[config.mk]
export PLATFORM = sky130hd
export DESIGN_NAME = disparity_to_depth_code
export DESIGN_NICKNAME = d
export VERILOG_FILES = /design/src/design/dtdc_pkg.sv /design/src/design/dtdc_prep.sv /design/src/design/dtdc_div_stage.sv /design/src/design/dtdc_post.sv /design/src/design/dtdc_obuf.sv /design/src/design/disparity_to_depth_code.sv
export SDC_FILE = /design/constraint.sdc
export NUM_CORES = 2
export LEC_CHECK = 0
export ABC_AREA = 0
export BUFFER_PORTS_ARGS = -buffer_cell sky130_fd_sc_hd__buf_4
export CAP_MARGIN = 20
export CORE_ASPECT_RATIO = 1.1
export CORE_MARGIN = 2
export CORE_UTILIZATION = 40
export CTS_CLUSTER_SIZE = 10
export DETAILED_ROUTE_END_ITERATION = 8
export GPL_ROUTABILITY_DRIVEN = 0
export HOLD_SLACK_MARGIN = 0.15
export PLACE_DENSITY_LB_ADDON = 0.1
export SETUP_SLACK_MARGIN = 0.05
export SYNTH_ARGS = -nofsm -noshare
export SYNTH_HDL_FRONTEND = slang
export SYNTH_SLANG_ARGS = --single-unit
export TNS_END_PERCENT = 10
[constraint.sdc]
create_clock -name clk_i -period 7.8 [get_ports clk_i]
set_input_delay 1.95 -clock clk_i [delete_from_list [all_inputs] [get_ports clk_i]]
set_output_delay 1.95 -clock clk_i [all_outputs]
set_load 0.05 [all_outputs]
[src/design/dtdc_pkg.sv]
package dtdc_pkg;

  localparam int DISPARITY_FRAC_BITS = 5;

  localparam int DISP_W  = 17;
  localparam int DEN_W   = DISP_W - 1;
  localparam int DEPTH_W = 32;
  localparam int SCALE_W = 16;
  localparam int CODE_W  = 16;
  localparam int CFG_W   = 32;
  localparam int CFG_IDX_W = 2;

  localparam int NUM_W      = DEPTH_W + DISPARITY_FRAC_BITS + 1;
  localparam int DIV_STEPS  = 2;
  localparam int DIV_STAGES = (NUM_W + DIV_STEPS - 1) / DIV_STEPS;
  localparam int DIV_W      = DIV_STAGES * DIV_STEPS;

  localparam int PROD_W    = DEPTH_W + SCALE_W;
  localparam int RND_SHIFT = 16;
  localparam logic [PROD_W:0] RND_HALF = (PROD_W + 1)'(1) << (RND_SHIFT - 1);

  localparam logic [DEPTH_W-1:0] FOCAL_BASELINE_RST = DEPTH_W'(3276800);
  localparam logic [DEPTH_W-1:0] MIN_DEPTH_RST      = DEPTH_W'(6554);
  localparam logic [DEPTH_W-1:0] MAX_DEPTH_RST      = DEPTH_W'(6553600);
  localparam logic [SCALE_W-1:0] CODE_SCALE_RST     = SCALE_W'(1000);

  typedef enum logic [CFG_IDX_W-1:0] {
    CFG_FOCAL_BASELINE = 2'd0,
    CFG_MIN_DEPTH      = 2'd1,
    CFG_MAX_DEPTH      = 2'd2,
    CFG_CODE_SCALE     = 2'd3
  } cfg_idx_e;

  typedef struct packed {
    logic             vld;
    logic             pos;
    logic [DEN_W-1:0] den;
    logic [DEN_W-1:0] rem;
    logic [DIV_W-1:0] num;
  } div_t;

  typedef struct packed {
    logic               vld;
    logic [DEPTH_W-1:0] meters;
    logic [CODE_W-1:0]  code;
    logic               dvalid;
  } res_t;

endpackage

[src/design/dtdc_prep.sv]
module dtdc_prep (
  input  logic                                clk_i,
  input  logic                                rst_ni,
  input  logic                                en_i,
  input  logic                                in_valid_i,
  input  logic signed [dtdc_pkg::DISP_W-1:0]  disparity_i,
  input  logic                                disparity_finite_i,
  input  logic [dtdc_pkg::DEPTH_W-1:0]        focal_baseline_i,
  output dtdc_pkg::div_t                      stage_o
);

  dtdc_pkg::div_t stage_d, stage_q;

  always_comb begin
    stage_d.vld = in_valid_i;
    stage_d.pos = disparity_finite_i && !disparity_i[dtdc_pkg::DISP_W-1] &&
                  (disparity_i != '0);
    stage_d.den = disparity_i[dtdc_pkg::DEN_W-1:0];
    stage_d.rem = '0;
    stage_d.num = (dtdc_pkg::DIV_W'(focal_baseline_i) << dtdc_pkg::DISPARITY_FRAC_BITS) +
                  dtdc_pkg::DIV_W'(disparity_i[dtdc_pkg::DEN_W-1:1]);
  end

  always_ff @(posedge clk_i or negedge rst_ni) begin
    if (!rst_ni) begin
      stage_q <= '0;
    end else if (en_i) begin
      stage_q <= stage_d;
    end
  end

  assign stage_o = stage_q;

endmodule

[src/design/dtdc_div_stage.sv]
module dtdc_div_stage (
  input  logic           clk_i,
  input  logic           rst_ni,
  input  logic           en_i,
  input  dtdc_pkg::div_t stage_i,
  output dtdc_pkg::div_t stage_o
);

  dtdc_pkg::div_t stage_d, stage_q;

  always_comb begin
    logic [dtdc_pkg::DEN_W+1:0] diff;
    logic                       ge;
    logic [dtdc_pkg::DEN_W-1:0] rem;
    logic [dtdc_pkg::DIV_W-1:0] num;
    rem = stage_i.rem;
    num = stage_i.num;
    for (int i = 0; i < dtdc_pkg::DIV_STEPS; i++) begin
      diff = {1'b0, rem, num[dtdc_pkg::DIV_W-1]} - {2'b00, stage_i.den};
      ge   = !diff[dtdc_pkg::DEN_W+1];
      rem  = ge ? diff[dtdc_pkg::DEN_W-1:0] : {rem[dtdc_pkg::DEN_W-2:0], num[dtdc_pkg::DIV_W-1]};
      num  = {num[dtdc_pkg::DIV_W-2:0], ge};
    end
    stage_d     = stage_i;
    stage_d.rem = rem;
    stage_d.num = num;
  end

  always_ff @(posedge clk_i or negedge rst_ni) begin
    if (!rst_ni) begin
      stage_q <= '0;
    end else if (en_i) begin
      stage_q <= stage_d;
    end
  end

  assign stage_o = stage_q;

endmodule

[src/design/dtdc_post.sv]
module dtdc_post (
  input  logic                          clk_i,
  input  logic                          rst_ni,
  input  logic                          en_i,
  input  dtdc_pkg::div_t                stage_i,
  input  logic [dtdc_pkg::DEPTH_W-1:0]  min_depth_i,
  input  logic [dtdc_pkg::DEPTH_W-1:0]  max_depth_i,
  input  logic [dtdc_pkg::SCALE_W-1:0]  code_scale_i,
  output dtdc_pkg::res_t                res_o
);

  logic                          sat;
  logic [dtdc_pkg::DEPTH_W-1:0]  a_depth_d;
  logic                          a_ok_d;
  logic [dtdc_pkg::PROD_W:0]     rnd;
  logic [dtdc_pkg::CODE_W-1:0]   code;

  logic                          a_vld_q, a_ok_q;
  logic [dtdc_pkg::DEPTH_W-1:0]  a_depth_q;
  logic                          b_vld_q, b_ok_q;
  logic [dtdc_pkg::DEPTH_W-1:0]  b_depth_q;
  logic [dtdc_pkg::PROD_W-1:0]   b_prod_q;
  dtdc_pkg::res_t                res_d, res_q;

  assign sat       = |stage_i.num[dtdc_pkg::DIV_W-1:dtdc_pkg::DEPTH_W];
  assign a_depth_d = sat ? '1 : stage_i.num[dtdc_pkg::DEPTH_W-1:0];
  assign a_ok_d    = stage_i.pos && (a_depth_d >= min_depth_i) && (a_depth_d <= max_depth_i);

  assign rnd  = {1'b0, b_prod_q} + dtdc_pkg::RND_HALF;
  assign code = (|rnd[dtdc_pkg::PROD_W:dtdc_pkg::RND_SHIFT+dtdc_pkg::CODE_W]) ? '1 :
                rnd[dtdc_pkg::RND_SHIFT+dtdc_pkg::CODE_W-1:dtdc_pkg::RND_SHIFT];

  always_comb begin
    res_d.vld    = b_vld_q;
    res_d.dvalid = b_ok_q;
    res_d.meters = b_ok_q ? b_depth_q : '0;
    res_d.code   = b_ok_q ? code : '0;
  end

  always_ff @(posedge clk_i or negedge rst_ni) begin
    if (!rst_ni) begin
      a_vld_q   <= 1'b0;
      a_ok_q    <= 1'b0;
      a_depth_q <= '0;
      b_vld_q   <= 1'b0;
      b_ok_q    <= 1'b0;
      b_depth_q <= '0;
      b_prod_q  <= '0;
      res_q     <= '0;
    end else if (en_i) begin
      a_vld_q   <= stage_i.vld;
      a_ok_q    <= a_ok_d;
      a_depth_q <= a_depth_d;
      b_vld_q   <= a_vld_q;
      b_ok_q    <= a_ok_q;
      b_depth_q <= a_depth_q;
      b_prod_q  <= dtdc_pkg::PROD_W'(a_depth_q) * dtdc_pkg::PROD_W'(code_scale_i);
      res_q     <= res_d;
    end
  end

  assign res_o = res_q;

endmodule

[src/design/dtdc_obuf.sv]
module dtdc_obuf (
  input  logic           clk_i,
  input  logic           rst_ni,
  input  dtdc_pkg::res_t res_i,
  input  logic           out_stall_i,
  output dtdc_pkg::res_t out_o,
  output logic           en_o
);

  dtdc_pkg::res_t out_q, skid_q;
  logic           push, pop;

  assign en_o = !skid_q.vld;
  assign push = en_o && res_i.vld;
  assign pop  = out_q.vld && !out_stall_i;

  always_ff @(posedge clk_i or negedge rst_ni) begin
    if (!rst_ni) begin
      out_q  <= '0;
      skid_q <= '0;
    end else if (skid_q.vld) begin
      if (pop) begin
        out_q  <= skid_q;
        skid_q <= '0;
      end
    end else if (push) begin
      if (!out_q.vld || pop) begin
        out_q <= res_i;
      end else begin
        skid_q <= res_i;
      end
    end else if (pop) begin
      out_q <= '0;
    end
  end

  assign out_o = out_q;

  assert property (@(posedge clk_i) disable iff (!rst_ni) skid_q.vld |-> out_q.vld)
    else $error("skid word held with empty output register");

  assert property (@(posedge clk_i) disable iff (!rst_ni)
    (skid_q.vld && !pop) |=> (skid_q.vld && $stable(skid_q)))
    else $error("skid word lost while output stalled");

  assert property (@(posedge clk_i) disable iff (!rst_ni)
    (out_q.vld && out_stall_i) |=> (out_q.vld && $stable(out_q)))
    else $error("stalled output word changed");

endmodule

[src/design/disparity_to_depth_code.sv]
// Converts one disparity pixel per clock, while in_stall_o is low, into Q16.16
// depth and a 16-bit scaled depth code; throughput is one pixel every cycle
// unless stalled. An accepted pixel passes the input register, the radix-4
// divider pipeline (DIV_STAGES stages, two quotient bits each), and the range
// check, multiply, rounding and output registers to its result word. A two-word
// output buffer takes back-pressure; in_stall_o rises only once it is full.
// Configuration registers must be written while no pixel is in flight.
module disparity_to_depth_code (
  input  logic                                 clk_i,
  input  logic                                 rst_ni,
  input  logic                                 in_valid_i,
  output logic                                 in_stall_o,
  input  logic signed [dtdc_pkg::DISP_W-1:0]   disparity_i,
  input  logic                                 disparity_finite_i,
  output logic                                 out_valid_o,
  input  logic                                 out_stall_i,
  output logic [dtdc_pkg::DEPTH_W-1:0]         depth_m_o,
  output logic [dtdc_pkg::CODE_W-1:0]          depth_code_o,
  output logic                                 depth_valid_o,
  input  logic                                 cfg_valid_i,
  output logic                                 cfg_ready_o,
  input  logic [dtdc_pkg::CFG_IDX_W-1:0]       cfg_index_i,
  input  logic [dtdc_pkg::CFG_W-1:0]           cfg_data_i
);

  logic [dtdc_pkg::DEPTH_W-1:0] focal_baseline_q, min_depth_q, max_depth_q;
  logic [dtdc_pkg::SCALE_W-1:0] code_scale_q;
  logic                         en;
  dtdc_pkg::div_t               div_s [dtdc_pkg::DIV_STAGES+1];
  dtdc_pkg::res_t               res, out;

  assign cfg_ready_o = 1'b1;

  always_ff @(posedge clk_i or negedge rst_ni) begin
    if (!rst_ni) begin
      focal_baseline_q <= dtdc_pkg::FOCAL_BASELINE_RST;
      min_depth_q      <= dtdc_pkg::MIN_DEPTH_RST;
      max_depth_q      <= dtdc_pkg::MAX_DEPTH_RST;
      code_scale_q     <= dtdc_pkg::CODE_SCALE_RST;
    end else if (cfg_valid_i && cfg_ready_o) begin
      case (dtdc_pkg::cfg_idx_e'(cfg_index_i))
        dtdc_pkg::CFG_FOCAL_BASELINE: focal_baseline_q <= cfg_data_i;
        dtdc_pkg::CFG_MIN_DEPTH:      min_depth_q      <= cfg_data_i;
        dtdc_pkg::CFG_MAX_DEPTH:      max_depth_q      <= cfg_data_i;
        dtdc_pkg::CFG_CODE_SCALE:     code_scale_q     <= cfg_data_i[dtdc_pkg::SCALE_W-1:0];
        default: ;
      endcase
    end
  end

  assign in_stall_o = !en;

  dtdc_prep u_prep (
    .clk_i              (clk_i),
    .rst_ni             (rst_ni),
    .en_i               (en),
    .in_valid_i         (in_valid_i),
    .disparity_i        (disparity_i),
    .disparity_finite_i (disparity_finite_i),
    .focal_baseline_i   (focal_baseline_q),
    .stage_o            (div_s[0])
  );

  for (genvar g = 0; g < dtdc_pkg::DIV_STAGES; g++) begin : g_div
    dtdc_div_stage u_div_stage (
      .clk_i   (clk_i),
      .rst_ni  (rst_ni),
      .en_i    (en),
      .stage_i (div_s[g]),
      .stage_o (div_s[g+1])
    );
  end

  dtdc_post u_post (
    .clk_i         (clk_i),
    .rst_ni        (rst_ni),
    .en_i          (en),
    .stage_i       (div_s[dtdc_pkg::DIV_STAGES]),
    .min_depth_i   (min_depth_q),
    .max_depth_i   (max_depth_q),
    .code_scale_i  (code_scale_q),
    .res_o         (res)
  );

  dtdc_obuf u_obuf (
    .clk_i       (clk_i),
    .rst_ni      (rst_ni),
    .res_i       (res),
    .out_stall_i (out_stall_i),
    .out_o       (out),
    .en_o        (en)
  );

  assign out_valid_o    = out.vld;
  assign depth_m_o      = out.meters;
  assign depth_code_o   = out.code;
  assign depth_valid_o  = out.dvalid;

  assert property (@(posedge clk_i) disable iff (!rst_ni)
    (out_valid_o && depth_valid_o) |->
    (depth_m_o >= min_depth_q && depth_m_o <= max_depth_q))
    else $error("accepted depth outside configured range");

  assert property (@(posedge clk_i) disable iff (!rst_ni)
    (out_valid_o && !depth_valid_o) |-> (depth_m_o == '0 && depth_code_o == '0))
    else $error("rejected pixel carries nonzero depth");

  assert property (@(posedge clk_i) disable iff (!rst_ni)
    (out_valid_o && depth_valid_o && depth_m_o == '0) |-> (depth_code_o == '0))
    else $error("zero depth with nonzero code");

endmodule

==> results.env <==
STATUS='finished, final reports clean'
HOLD_BUFFERS=0
TIMING.CRITICAL_PATH.CELLS='buf_4, and2_1, fa_1, inv_1, fa_1, fa_1, inv_1, fa_1, fa_1, inv_1, fa_1, inv_1, ha_1, o21a_1, nor2_1, or4_1, a31oi_1, a2111oi_2, buf_4, nor3b_1, a31oi_1, nor2b_1, or4b_1, nand3_1'
FP.DIEW_UM=505
SYNTH_TOP_FAMILY_BY_AREA='adder cells'
GRT_SETUP_UNREPAIRED='false'
CRITPATHKIND='flop to flop'
SYNTH_SEQ_AREA_SHARE_PCT=37.7
REPORT.FINAL.SLEW_VIOL_COUNT=0
RATIO_OF_CELLS_WITH_DRIVE_ABOVE_1_IN_THE_FINAL_LAYOUT_PCT=14.5
SYNTHXORXNORAREAFRAC_PCT=3.63
SYN_AREA_UM2=110000
SYNTH_ENABLE_FLOP_CELLS=0
DRTPASS1ITERATIONS=6
COUNT_OF_ANTENNA_VIOLATING_NETS_LEFT_AFTER_DETAILED_ROUTING=0
WORST_SKEW_PAIR_LATENCY_NS=0.88
SYN2LAYOUT_AREA_GROWTH_PCT=10.2
FINAL_SETUP_VIO_COUNT=0
AVERAGE_WIRE_PER_STANDARD_CELL_UM=20.4
GRT_PASS1_WL_UM=478000
PIN_COUNT_OF_THE_BIGGEST_NET_ENTERING_GLOBAL_ROUTING=209
MOSTFREQUENTLAYOUTCELL='dfrtp_1'
CRIT_SLOWEST_CELL='dfstp_2'
DRC_ERRORS=0
POSTCTSSETUPBUFFERS=0
CTS_TREE='done'
TOP_LEVEL_PORTS=109
PLACEMENT.IO_BUFFERS=107
REQUIRED_NS=8.50
GRT_ANTENNA_BEFORE_REPAIR=30
POSTSYNTHREGISTERBITS=1664
NUM-NETS-FINAL=12400
TIMING.CLOCK.SKEW_NS=0.0779
CLK_PIN_SLEW_NS=0.06
ENDPOINT_KIND='flop'
SYNTHARSTFLOPSHARE_PCT=100
CP_COMMON_CELL='fa_1'
HOLD_VIOL_FINAL=0
TIMING.CRITICAL_PATH.SLOWEST_CELL_DELAY_NS=0.76
WORST_EP_ARRIVAL_TIME_NS=7.99
CLOCK_PATH_BUFFERS=4
POST_SYNTH_NUM_CELL_TYPES=94
LAYOUT.CELLS.MOST_COMMON_LIST='1643 x dfrtp_1, 1266 x nand2_1, 985 x inv_1'
HPWL_DP_UM=231000
AVERAGE_VIA_COUNT_PER_STANDARD_CELL=5.39
TOTALWIRELENGTH_UM=304000
TIMING.MAX_CAP.VIOLATIONS=0
POSTSYNTHAREAPERCELL_UM2=9.93
GRT_OVERFLOW_TOTAL=0
FILLER_CELL_COUNT=26400
SYNTH_SIMPLE_GATE_AREA_SHARE_PCT=11.8
POST_SYNTH_FA_HA_MAJ_AREA_FRACTION_PCT=17.1
SETUP_TNS_NS=0
HOLDCRITPATHCLASS='flop to flop'
FLOORPLAN.DIE.HEIGHT_UM=555
SYNTHFLOPTYPE='dfrtp_1'
SYNTH_COMPOUND_AREA_SHARE_PCT=13.7
PERIOD_SHARE_PCT=93.5
FP-ROW-COUNT=202
CLK_ROOT_BUFFER_CELL='clkbuf_16'
CRIT_PATH_START_KIND='flop'
NETLIST_INSTANCES=11100
REGAREA_UM2=41700
INITIAL_CORE_UTIL_PCT=40.2
DIE_AREA_UM2=280000
CTS-BUFFERS-INSERTED=207
MULTI_INPUT_AREA_UM2=63400
HTREE_NUM_LEVELS=4
CORE-AREA_UM2=275000
YOSYS_WARNINGS=0
PATH_MAX_FANOUT=20
TIMING.FMAX_MHz=137
CTS-RESIZED-GATES=0
VIOLATION_COUNT_AFTER_THE_FIRST_DETAILED_ROUTE_ITERATION=4553
SYNTH_MUX_AREA_SHARE_PCT=11.0
GRT_PASS1_VIAS=82400
TIMING.MAX_SLEW.REL_SLACK_PCT=25.9
GLOBALROUTETOTALUTIL_PCT=21.5
WORST_PIN_SLEW_NS=1.11
CTS.SINK_COUNT=1664
FINAL.MIN_CLOCK_PERIOD_NS=7.29
VIAS=80400
-- layout make-up --
class / instances / share of cell area, %
clock inverter: 25 / 0.239
sequential: 1664 / 34.2
multi-input combinational: 8018 / 52.1
inverter: 986 / 3.05
clock buffer: 290 / 4.73
tap: 3672 / 3.78
antenna: 11 / 0.0226
timing repair buffer: 261 / 1.82
-- cells by family (layout without fill, tap and decap cells) --
kind of cell / count (synthesis) / in the layout
and+or+nand+nor: 2846 / 2846
AOI/OAI and AO/OA: 2376 / 2376
DFF: 1664 / 1664
buffers and inverters: 1446 / 1562
adders and majority gates: 1239 / 1239
muxes: 1091 / 1091
xor gates and xnor gates: 458 / 458
other: 2 / 19
-- worst paths after layout --
check	from	endpoint	slack (ns)	cells after the start
max	code_scale_q[5]	u_post.b_prod_q[45]	0.51	24
min	g_div[6].u_div_stage.stage_o[28]	g_div[7].u_div_stage.stage_o[30]	0.45	1
max reg2reg	code_scale_q[5]	u_post.b_prod_q[45]	0.51	24
min reg2reg	g_div[6].u_div_stage.stage_o[28]	g_div[7].u_div_stage.stage_o[30]	0.45	1
max in group asynchronous	rst_ni	g_div[8].u_div_stage.stage_o[7]	4.91	3
min in group asynchronous	rst_ni	g_div[16].u_div_stage.stage_o[38]	1.15	1
-- Yosys cell counts, types with 23 or more instances --
cell type,number,area (µm²)
or2_2,51,319
a31o_2,26,228
a22oi_1,54,405
o31a_1,48,420
xor2_1,182,1590
nor4_1,25,156
buf_2,27,135
nor2_1,527,1980
o21ai_0,745,3730
and2_1,261,1630
nor2b_1,97,607
mux2i_1,109,1090
dfrtp_1,1645,41200
inv_1,986,3700
a221o_1,29,290
o31ai_1,61,458
o21bai_1,37,278
buf_1,26,97.6
nand2b_1,97,607
o21a_1,131,983
xnor2_1,276,2420
a311o_1,30,300
a2bb2oi_1,27,236
a22o_1,91,797
nand3_1,135,676
mux2_2,982,11100
nor3_1,170,851
o41ai_1,23,201
nand4_1,38,238
o211ai_1,42,315
a211oi_1,65,488
a21o_1,117,878
a21oi_1,593,2970
nand2_1,1267,4760
or3_1,70,438
ha_1,785,9820
fa_1,454,9090
and3_1,47,294
a31oi_1,54,338
clkbuf_1,400,1500
-- layer usage --
layer | track usage [%] | wire length (µm) | vias up
li1 | - | - | 38400
met1 | 26.8 | 130000 | 40200
met2 | 37.4 | 150000 | 1267
met3 | 2.67 | 9900 | 486
met4 | 8.88 | 13800 | 28
met5 | 0 | 185 | -
-- worst max-delay path: cells and delay by family, from the launching register on --
family | cells | cell delay (ns)
buffers and inverters | 6 | 0.68
AND/OR/NAND/NOR | 7 | 1.60
adder cells (fa/ha/maj) | 7 | 3.20
AO/OA/AOI/OAI | 4 | 0.89
flip-flops | 1 | 0.76
-- through the flow --
step	area (µm²)	utilization (%)	setup WS (ns)	hold WS (ns)	cells
final	122000	44.2	0.507	0.454	14900
after global routing	122000	44.2	0.140	0.466	14900
after CTS	122000	44.2	0.263	0.444	14900
after detailed placement	116000	42.0	0.284	0.468	14600
after global placement	116000	42.0	0.269	0.463	14600
after floorplan	110000	-	1.19	0.442	11100
-- flip-flops by register name (all words and copies together) (netlist names), 33 cells and up --
signal                     flops
g_div.u_div_stage.stage_o   1250
u_post.b_prod_q               33
u_obuf.skid_q                 50
u_obuf.out_o                  50
u_prep.stage_o                51
u_post.res_o                  50
Power is left out: the tool's default activity adds up to more than one toggle a clock period on the data nets, which glitch-free logic cannot reach.
